File: src/ntpoc_pkg.sv
`timescale 1ns / 1ps
// ----------------------------------------------------------------------------
// ntpoc_pkg
// Shared types and constants for the NTP clock offset corrector.
// ----------------------------------------------------------------------------
package ntpoc_pkg;

    // Seconds between the NTP era origin (1900) and the Unix epoch (1970).
    localparam logic [31:0] NTP_UNIX_DIFF = 32'd2208988800;

    // Fraction units (2^-32 s) per millisecond, truncated.
    localparam logic [22:0] MS_DIVISOR = 23'd4294967;

    // Scale used for the first millisecond estimate: frac * 1000 / 2^32.
    localparam logic [9:0]  MS_SCALE   = 10'd1000;

    localparam int unsigned STEP_W = 8;
    localparam int unsigned SLEW_W = 10;

    localparam logic [7:0] STEP_RESET = 8'd1;
    localparam logic [9:0] SLEW_RESET = 10'd100;

    typedef enum logic [0:0] {
        CFG_STEP_THRESHOLD = 1'b0,
        CFG_SLEW_THRESHOLD = 1'b1
    } cfg_index_t;

    typedef enum logic [1:0] {
        ACT_REJECT = 2'd0,
        ACT_STEP   = 2'd1,
        ACT_SLEW   = 2'd2,
        ACT_HOLD   = 2'd3
    } action_t;

endpackage

File: src/ntp_clock_offset_corrector.sv
`timescale 1ns / 1ps
// ----------------------------------------------------------------------------
// ntp_clock_offset_corrector
// Pipelined NTP reply evaluation: server time estimate, offset and decision.
// ----------------------------------------------------------------------------
//
// Channel  | Direction | Handshake          | Payload
// ---------+-----------+--------------------+--------------------------------
// request  | in        | s_tvalid/s_tready  | s_tdata: T1, T2, T3 (NTP), T4
// result   | out       | m_tvalid/m_tready  | m_tdata: action, offset, estimate
// config   | in        | cfg_wr_en          | cfg_addr, cfg_wdata (no wait)
//
// The datapath is an eight-stage pipeline; every request produces exactly one
// result, which passes through the stage registers in order and waits in stage 8 while m_tready is low.
// One request is accepted per cycle while the pipeline is not stalled.
// Reset (aresetn, synchronous, active low) empties the pipeline and loads the
// default thresholds; requests are accepted once reset is released.
// Each stage holds while the stage after it is full and stalled, so a bubble
// anywhere in the pipe is filled even while a finished result waits.
//
// Stages:
//   1  NTP to Unix seconds conversion of T1..T3
//   2  validity compares, T3-T2 and T4-T1
//   3  sum of the truncated halves
//   4  estimate = T2 + halves
//   5  sign and magnitude of estimate - T4
//   6  millisecond estimate, (fraction * 1000) >> 32
//   7  remainder of the fraction after that estimate
//   8  millisecond correction, thresholds and result formatting
// ----------------------------------------------------------------------------
module ntp_clock_offset_corrector (
    input  logic         aclk,
    input  logic         aresetn,

    // Fields from bit 0 up: origin_seconds, origin_fraction, receive_seconds,
    // receive_fraction, transmit_seconds, transmit_fraction, local_seconds,
    // local_fraction (32 bits each).
    input  logic [255:0] s_tdata,
    input  logic         s_tvalid,
    output logic         s_tready,

    // Fields from bit 0 up: action (2), server_ahead (1), offset_seconds (32),
    // offset_ms (10), new_seconds (32), new_fraction (32), slew_ms (9),
    // two zero pad bits.
    output logic [119:0] m_tdata,
    output logic         m_tvalid,
    input  logic         m_tready,

    input  logic         cfg_wr_en,
    input  logic [0:0]   cfg_addr,
    input  logic [9:0]   cfg_wdata
);

    localparam int unsigned NSTG = 8;

    // ------------------------------------------------------------------------
    // Configuration registers. The user writes only while the pipeline is idle; unenforced.
    // ------------------------------------------------------------------------
    logic [ntpoc_pkg::STEP_W-1:0] step_thr_reg;
    logic [ntpoc_pkg::SLEW_W-1:0] slew_thr_reg;

    always_ff @(posedge aclk) begin
        if (!aresetn) begin
            step_thr_reg <= ntpoc_pkg::STEP_RESET;
            slew_thr_reg <= ntpoc_pkg::SLEW_RESET;
        end else if (cfg_wr_en) begin
            unique case (ntpoc_pkg::cfg_index_t'(cfg_addr))
                ntpoc_pkg::CFG_STEP_THRESHOLD: begin
                    step_thr_reg <= cfg_wdata[ntpoc_pkg::STEP_W-1:0];
                end
                ntpoc_pkg::CFG_SLEW_THRESHOLD: begin
                    slew_thr_reg <= cfg_wdata[ntpoc_pkg::SLEW_W-1:0];
                end
                default: begin
                    step_thr_reg <= step_thr_reg;
                end
            endcase
        end
    end

    // ------------------------------------------------------------------------
    // Pipeline control. A stage can take new data when it is empty or when
    // the stage after it moves on in the same cycle.
    // ------------------------------------------------------------------------
    logic [NSTG:1] valid_reg;
    logic [NSTG:1] valid_next;
    logic [NSTG:1] stage_ready;
    logic [NSTG:1] prev_valid;
    logic [NSTG:1] load;

    always_comb begin
        stage_ready[NSTG] = !valid_reg[NSTG] || m_tready;
        for (int k = NSTG - 1; k >= 1; k--) begin
            stage_ready[k] = !valid_reg[k] || stage_ready[k+1];
        end
        prev_valid = {valid_reg[NSTG-1:1], s_tvalid};
        load       = stage_ready & prev_valid;
        valid_next = valid_reg;
        for (int k = 1; k <= NSTG; k++) begin
            if (stage_ready[k]) begin
                valid_next[k] = prev_valid[k];
            end
        end
    end

    always_ff @(posedge aclk) begin
        if (!aresetn) begin
            valid_reg <= '0;
        end else begin
            valid_reg <= valid_next;
        end
    end

    assign s_tready = stage_ready[1];
    assign m_tvalid = valid_reg[NSTG];

    // ------------------------------------------------------------------------
    // Stage 1: move T1..T3 seconds to the Unix epoch (modulo 2^32).
    // ------------------------------------------------------------------------
    logic [63:0] t1_next, t2_next, t3_next, t4_next;
    logic [63:0] s1_t1_reg, s1_t2_reg, s1_t3_reg, s1_t4_reg;

    assign t1_next = {s_tdata[31:0]    - ntpoc_pkg::NTP_UNIX_DIFF, s_tdata[63:32]};
    assign t2_next = {s_tdata[95:64]   - ntpoc_pkg::NTP_UNIX_DIFF, s_tdata[127:96]};
    assign t3_next = {s_tdata[159:128] - ntpoc_pkg::NTP_UNIX_DIFF, s_tdata[191:160]};
    assign t4_next = {s_tdata[223:192], s_tdata[255:224]};

    always_ff @(posedge aclk) begin
        if (load[1]) begin
            s1_t1_reg <= t1_next;
            s1_t2_reg <= t2_next;
            s1_t3_reg <= t3_next;
            s1_t4_reg <= t4_next;
        end
    end

    // ------------------------------------------------------------------------
    // Stage 2: reply sanity check and the two round-trip differences.
    // ------------------------------------------------------------------------
    logic        ok_next;
    logic [63:0] d32_next, d41_next;
    logic        s2_ok_reg;
    logic [63:0] s2_t2_reg, s2_t4_reg, s2_d32_reg, s2_d41_reg;

    assign ok_next  = (s1_t4_reg > s1_t1_reg) && (s1_t3_reg > s1_t2_reg);
    assign d32_next = s1_t3_reg - s1_t2_reg;
    assign d41_next = s1_t4_reg - s1_t1_reg;

    always_ff @(posedge aclk) begin
        if (load[2]) begin
            s2_ok_reg  <= ok_next;
            s2_t2_reg  <= s1_t2_reg;
            s2_t4_reg  <= s1_t4_reg;
            s2_d32_reg <= d32_next;
            s2_d41_reg <= d41_next;
        end
    end

    // ------------------------------------------------------------------------
    // Stage 3: sum of the truncated halves, modulo 2^64.
    // ------------------------------------------------------------------------
    logic [63:0] half_sum_next;
    logic        s3_ok_reg;
    logic [63:0] s3_t2_reg, s3_t4_reg, s3_half_sum_reg;

    assign half_sum_next = (s2_d32_reg >> 1) + (s2_d41_reg >> 1);

    always_ff @(posedge aclk) begin
        if (load[3]) begin
            s3_ok_reg       <= s2_ok_reg;
            s3_t2_reg       <= s2_t2_reg;
            s3_t4_reg       <= s2_t4_reg;
            s3_half_sum_reg <= half_sum_next;
        end
    end

    // ------------------------------------------------------------------------
    // Stage 4: estimated server time now.
    // ------------------------------------------------------------------------
    logic [63:0] est_next;
    logic        s4_ok_reg;
    logic [63:0] s4_t4_reg, s4_est_reg;

    assign est_next = s3_t2_reg + s3_half_sum_reg;

    always_ff @(posedge aclk) begin
        if (load[4]) begin
            s4_ok_reg  <= s3_ok_reg;
            s4_t4_reg  <= s3_t4_reg;
            s4_est_reg <= est_next;
        end
    end

    // ------------------------------------------------------------------------
    // Stage 5: offset sign and magnitude. Both differences are formed side by
    // side and the sign picks one.
    // ------------------------------------------------------------------------
    logic        ahead_next;
    logic [63:0] mag_next;
    logic        s5_ok_reg, s5_ahead_reg;
    logic [63:0] s5_est_reg, s5_mag_reg;

    assign ahead_next = s4_est_reg > s4_t4_reg;
    assign mag_next   = ahead_next ? (s4_est_reg - s4_t4_reg) : (s4_t4_reg - s4_est_reg);

    always_ff @(posedge aclk) begin
        if (load[5]) begin
            s5_ok_reg    <= s4_ok_reg;
            s5_ahead_reg <= ahead_next;
            s5_est_reg   <= s4_est_reg;
            s5_mag_reg   <= mag_next;
        end
    end

    // ------------------------------------------------------------------------
    // Stage 6: first millisecond estimate. (frac * 1000) >> 32 is never above
    // the true quotient frac / 4294967 and never more than one below it.
    // ------------------------------------------------------------------------
    logic [41:0] ms_prod;
    logic        s6_ok_reg, s6_ahead_reg;
    logic [63:0] s6_est_reg;
    logic [31:0] s6_secs_reg, s6_frac_reg;
    logic [9:0]  s6_q0_reg;

    assign ms_prod = 42'(s5_mag_reg[31:0]) * 42'(ntpoc_pkg::MS_SCALE);

    always_ff @(posedge aclk) begin
        if (load[6]) begin
            s6_ok_reg    <= s5_ok_reg;
            s6_ahead_reg <= s5_ahead_reg;
            s6_est_reg   <= s5_est_reg;
            s6_secs_reg  <= s5_mag_reg[63:32];
            s6_frac_reg  <= s5_mag_reg[31:0];
            s6_q0_reg    <= ms_prod[41:32];
        end
    end

    // ------------------------------------------------------------------------
    // Stage 7: remainder left after the first estimate.
    // ------------------------------------------------------------------------
    logic [32:0] q0_times_div;
    logic [31:0] rem_next;
    logic        s7_ok_reg, s7_ahead_reg;
    logic [63:0] s7_est_reg;
    logic [31:0] s7_secs_reg, s7_rem_reg;
    logic [9:0]  s7_q0_reg;

    assign q0_times_div = 33'(s6_q0_reg) * 33'(ntpoc_pkg::MS_DIVISOR);
    assign rem_next     = s6_frac_reg - q0_times_div[31:0];

    always_ff @(posedge aclk) begin
        if (load[7]) begin
            s7_ok_reg    <= s6_ok_reg;
            s7_ahead_reg <= s6_ahead_reg;
            s7_est_reg   <= s6_est_reg;
            s7_secs_reg  <= s6_secs_reg;
            s7_rem_reg   <= rem_next;
            s7_q0_reg    <= s6_q0_reg;
        end
    end

    // ------------------------------------------------------------------------
    // Stage 8: correct the millisecond count, take the decision and build the
    // result. A rejected reply reports zeros in every field.
    // ------------------------------------------------------------------------
    logic [9:0]           ms_next;
    ntpoc_pkg::action_t   action_next;
    logic [8:0]           slew_next;
    ntpoc_pkg::action_t   s8_action_reg;
    logic                 s8_ahead_reg;
    logic [31:0]          s8_secs_reg;
    logic [9:0]           s8_ms_reg;
    logic [63:0]          s8_est_reg;
    logic [8:0]           s8_slew_reg;

    always_comb begin
        ms_next = s7_q0_reg;
        if (s7_rem_reg >= 32'(ntpoc_pkg::MS_DIVISOR)) begin
            ms_next = s7_q0_reg + 10'd1;
        end
        slew_next = '0;
        if (!s7_ok_reg) begin
            action_next = ntpoc_pkg::ACT_REJECT;
        end else if (s7_secs_reg > 32'(step_thr_reg)) begin
            action_next = ntpoc_pkg::ACT_STEP;
        end else if (ms_next > slew_thr_reg) begin
            action_next = ntpoc_pkg::ACT_SLEW;
            slew_next   = ms_next[9:1];
        end else begin
            action_next = ntpoc_pkg::ACT_HOLD;
        end
    end

    always_ff @(posedge aclk) begin
        if (load[8]) begin
            s8_action_reg <= action_next;
            s8_ahead_reg  <= s7_ok_reg && s7_ahead_reg;
            s8_secs_reg   <= s7_ok_reg ? s7_secs_reg : 32'd0;
            s8_ms_reg     <= s7_ok_reg ? ms_next : 10'd0;
            s8_est_reg    <= s7_ok_reg ? s7_est_reg : 64'd0;
            s8_slew_reg   <= slew_next;
        end
    end

    assign m_tdata = {2'b00, s8_slew_reg, s8_est_reg[31:0], s8_est_reg[63:32],
                      s8_ms_reg, s8_secs_reg, s8_ahead_reg, s8_action_reg};

    // ------------------------------------------------------------------------
    // Assertions
    // ------------------------------------------------------------------------
    a_reject_zero: assert property (@(posedge aclk) disable iff (!aresetn)
        m_tvalid && (s8_action_reg == ntpoc_pkg::ACT_REJECT) |->
            !s8_ahead_reg && (s8_secs_reg == 32'd0) && (s8_ms_reg == 10'd0) &&
            (s8_est_reg == 64'd0))
        else $error("rejected reply carries nonzero fields");

    a_slew_only: assert property (@(posedge aclk) disable iff (!aresetn)
        m_tvalid && (s8_action_reg != ntpoc_pkg::ACT_SLEW) |-> s8_slew_reg == 9'd0)
        else $error("slew amount set without a slew decision");

    a_ms_range: assert property (@(posedge aclk) disable iff (!aresetn)
        m_tvalid |-> s8_ms_reg <= 10'd1000)
        else $error("millisecond count out of range");

    a_full_when_blocked: assert property (@(posedge aclk) disable iff (!aresetn)
        !s_tready |-> (&valid_reg) && !m_tready)
        else $error("input blocked while the pipeline has room");

endmodule
File: config.mk
export PLATFORM = sky130hd
export DESIGN_NAME = ntp_clock_offset_corrector
export DESIGN_NICKNAME = d
export VERILOG_FILES = /design/src/ntpoc_pkg.sv /design/src/ntp_clock_offset_corrector.sv
export SDC_FILE = /design/constraint.sdc
export NUM_CORES = 2
export LEC_CHECK = 0
export ABC_AREA = 1
export BUFFER_PORTS_ARGS = -buffer_cell sky130_fd_sc_hd__buf_2
export CAP_MARGIN = 15
export CELL_PAD_IN_SITES_DETAIL_PLACEMENT = 1
export CELL_PAD_IN_SITES_GLOBAL_PLACEMENT = 1
export CORE_MARGIN = 1
export CORE_UTILIZATION = 44
export DETAILED_ROUTE_END_ITERATION = 8
export PLACE_DENSITY_LB_ADDON = 0.1
export SLEW_MARGIN = 10
export SYNTH_ARGS = -nofsm -noshare
export SYNTH_HDL_FRONTEND = slang
export SYNTH_SLANG_ARGS = --single-unit
File: constraint.sdc
create_clock -name aclk -period 14.5 [get_ports aclk]
set_input_delay 0 -clock aclk [delete_from_list [all_inputs] [get_ports aclk]]
set_output_delay 0 -clock aclk [all_outputs]
set_load 0.1 [all_outputs]
==> impl_metrics.env <==
export IMPL_leakagePower_uw=0.04673
export IMPL_syn_area_um2=87400
export IMPL_seq_power_share_pct=42.2
export IMPL_antenna_found_initial=24
export IMPL_finalWirelength_um=360700
export IMPL_placed_cell_area_um2=92490
export IMPL_vias=74300
export IMPL_final_area_um2=103500
export IMPL_grt_pass1_wl_um=515700
export IMPL_critical_path_class="reg2reg"
export IMPL_antenna_left=0
export IMPL_power_frac_clock_pct=36.9
export IMPL_yosysTopAreaCell="edfxtp_1"
export IMPL_p_comb_share_pct=20.9
export IMPL_grt_pass1_vias=78350
export IMPL_status="complete, no violations"
export IMPL_period_share_pct=41.47
export IMPL_synth_area_per_cell_um2=8.676
export IMPL_yosysMostFrequentCell="nand2_1"
export IMPL_p_int_uw=7619
export IMPL_tns_ns=0
export IMPL_yosys_top_cells_area="edfxtp_1, nand2_1, inv_1, ha_1, fa_1"
export IMPL_relSlewSlack_pct=19.60
export IMPL_path_cells="inv_1, nor2_1, inv_1, nor2_1, inv_1, nor2_1, nand2_1, nor2_1, nand2_1, nor2_1, a21oi_4, buf_4, buf_4, buf_4, buf_4"
export IMPL_ctsLongestPathBuffers=3
export IMPL_rows=163
export IMPL_post_cts_buffers=0
export IMPL_yosysWarnings=0
export IMPL_top_level_ports=394
export IMPL_finalHoldViolations=0
export IMPL_portBuffers=391
export IMPL_firstDrtPassIters=5
export IMPL_cts_root_buffer="clkbuf_16"
export IMPL_period_minus_slack_ns=6.013
export IMPL_hold_path_class="in2reg"
export IMPL_synthArstFlopShare_pct=0
export IMPL_setup_violations=0
export IMPL_die_w_um=447.7
export IMPL_fmax_mhz=166.3
export IMPL_cp_slowest_stage_delay_ns=1.01
export IMPL_skew_ns=0.08837
export IMPL_synth_common_cells="nand2_1, inv_1, edfxtp_1"
export IMPL_layout_cells_non_filler=13930
export IMPL_crit_top_cell="nor2_1"
export IMPL_yosysSeqAreaShare_pct=47.36
export IMPL_cp_slowest_cell="buf_4"
export IMPL_rsz0062_at_grt="no"
export IMPL_drive_gt1_share_pct=6.970
export IMPL_drv_slew=0
export IMPL_power_density_nw_per_um2=108.7
export IMPL_critPathMaxFanout=85
export IMPL_switching_share_pct=32.22
export IMPL_cts_tree="built"
export IMPL_synth_top_area_share_pct=46.76
export IMPL_vias_per_cell=5.336
export IMPL_cp_end_kind="register"
export IMPL_ys_flop_type="edfxtp_1"
export IMPL_cp_required_ns=14.97
export IMPL_worstSkewPairLatency_ns=0.90
export IMPL_reg2reg_depth=15
export IMPL_overflow=0
export IMPL_ys_ff_latch=1387
export IMPL_vdd_drop_max_v=0.0001064
export IMPL_nets=12210
export IMPL_gp_congestion=0.9904
export IMPL_ys_types=56
export IMPL_dieArea_um2=200400
export IMPL_cts_max_level=4
export IMPL_cts_buffers=150
export IMPL_cts_resized=0
export IMPL_core_um2=197400
export IMPL_drc_errors=0
export IMPL_critPathArrivalTime_ns=6.48
export IMPL_syn_instance_count=10070
export IMPL_grt_usage_pct=35.67
export IMPL_wl_per_cell_um=25.91
export IMPL_max_cap_violations=0
export IMPL_dp_hpwl_um=277500
export IMPL_clock_sinks=1387
export IMPL_synth_edff_count=1361
export IMPL_path_clk_slew_ns=0.08
export IMPL_start_util_pct=44.27
export IMPL_worst_slew_pin_transition_ns=1.206
export IMPL_drt_iter0_markers=5278
export IMPL_fp_dieH_um=447.7
export IMPL_critPathLaunchType="register"
export IMPL_grt_max_degree=131
export IMPL_power_uw=11240
export IMPL_p_sw_uw=3622
export IMPL_hold_depth=4
export IMPL_dpl_cell_count=13060
export IMPL_area_growth_synth_to_final_pct=18.37
## layout make-up
cell class / count / area, um^2
antenna: 8 / 20.02
clock buffer: 181 / 3880
clock inverter: 96 / 1271
fill: 23190 / 93970
inverter: 2025 / 7630
multi-input combinational: 6592 / 38000
sequential: 1387 / 41390
tap: 2640 / 3303
timing repair buffer: 996 / 7960
## stage by stage
step | setup slack, ns | hold slack [ns] | util, %
floorplan | 5.275 | 0.09887 | -
detailed placement | 9.237 | 0.1784 | 46.85
finish | 8.487 | 0.02497 | 52.40
global route | 8.308 | 0.03538 | 52.40
global placement | 9.388 | 0.1767 | 46.85
CTS | 9.079 | 0.008507 | 52.39
## kinds of logic after synthesis
group,after synthesis,share of synthesized area (%)
other,1,0.004291
buffers and inverters,2096,9.212
DFF,1387,47.36
adders and majority gates,785,12.89
AOI/OAI and AO/OA,1188,7.351
xor gates and xnor gates,311,3.117
and+or+nand+nor,4306,20.07
## worst max-delay path, delay by kind of cell (launching register included)
kind | cells | cell delay (ns)
buf+inv | 7 | 3.41
compound gates | 1 | 0.82
simple gates | 7 | 0.80
flops | 1 | 0.31
## placed cells by master (no fill, tap or decap), types with 19 or more instances in the layout
master / n
clkbuf_1: 30
inv_1: 2007
buf_4: 25
dfxtp_1: 26
o21ai_2: 29
xnor2_1: 73
nand4_1: 86
nand3_1: 382
clkbuf_16: 150
clkinv_1: 31
clkinv_2: 22
nand2_2: 50
nand3b_1: 20
fa_1: 192
nor2_1: 898
ha_1: 593
a21oi_1: 641
edfxtp_1: 1361
o21bai_1: 62
o21ai_0: 359
xor2_1: 238
buf_2: 391
dlygate4sd3_1: 579
a21o_1: 19
nand2_1: 2689
nor3_1: 103
## power by group through the flow
| stage | registers [uW] | clock network (uW) | logic, uW |
|---|---|---|---|
| 5_1_grt | 4740 | 4300 | 2520 |
| 6_report | 4750 | 4150 | 2350 |
| 3_3_place_gp | 4810 | 0 | 2070 |
| 3_5_place_dp | 4820 | 0 | 2110 |
| 2_1_floorplan | 4750 | 0 | 1310 |
| 4_1_cts | 4730 | 4060 | 2260 |
## routing by layer
metal	vias to the layer above	routed length (um)	GRT usage (%)
li1	34500	-	-
met1	36640	137800	40.61
met2	2366	179500	62.73
met3	804	16740	4.666
met4	2	26710	23.15
met5	-	11	0
## path summary, 6_finish.rpt
check / end / slack (ns) / startpoint
worst max-delay path: s1_t4_reg[3] / 8.49 / valid_reg[8]
worst min-delay path: valid_reg[1] / 0.02 / s_tvalid
worst max register to register: s1_t4_reg[3] / 8.49 / valid_reg[8]
worst min register to register: s7_est_reg[37] / 0.41 / s6_est_reg[37]
## what timing repair did
action,in CTS,in global routing
hold buffers,579,0
setup endpoints to repair,0,0
hold endpoints to repair,306,0
(Power assumes the default switching activity.)
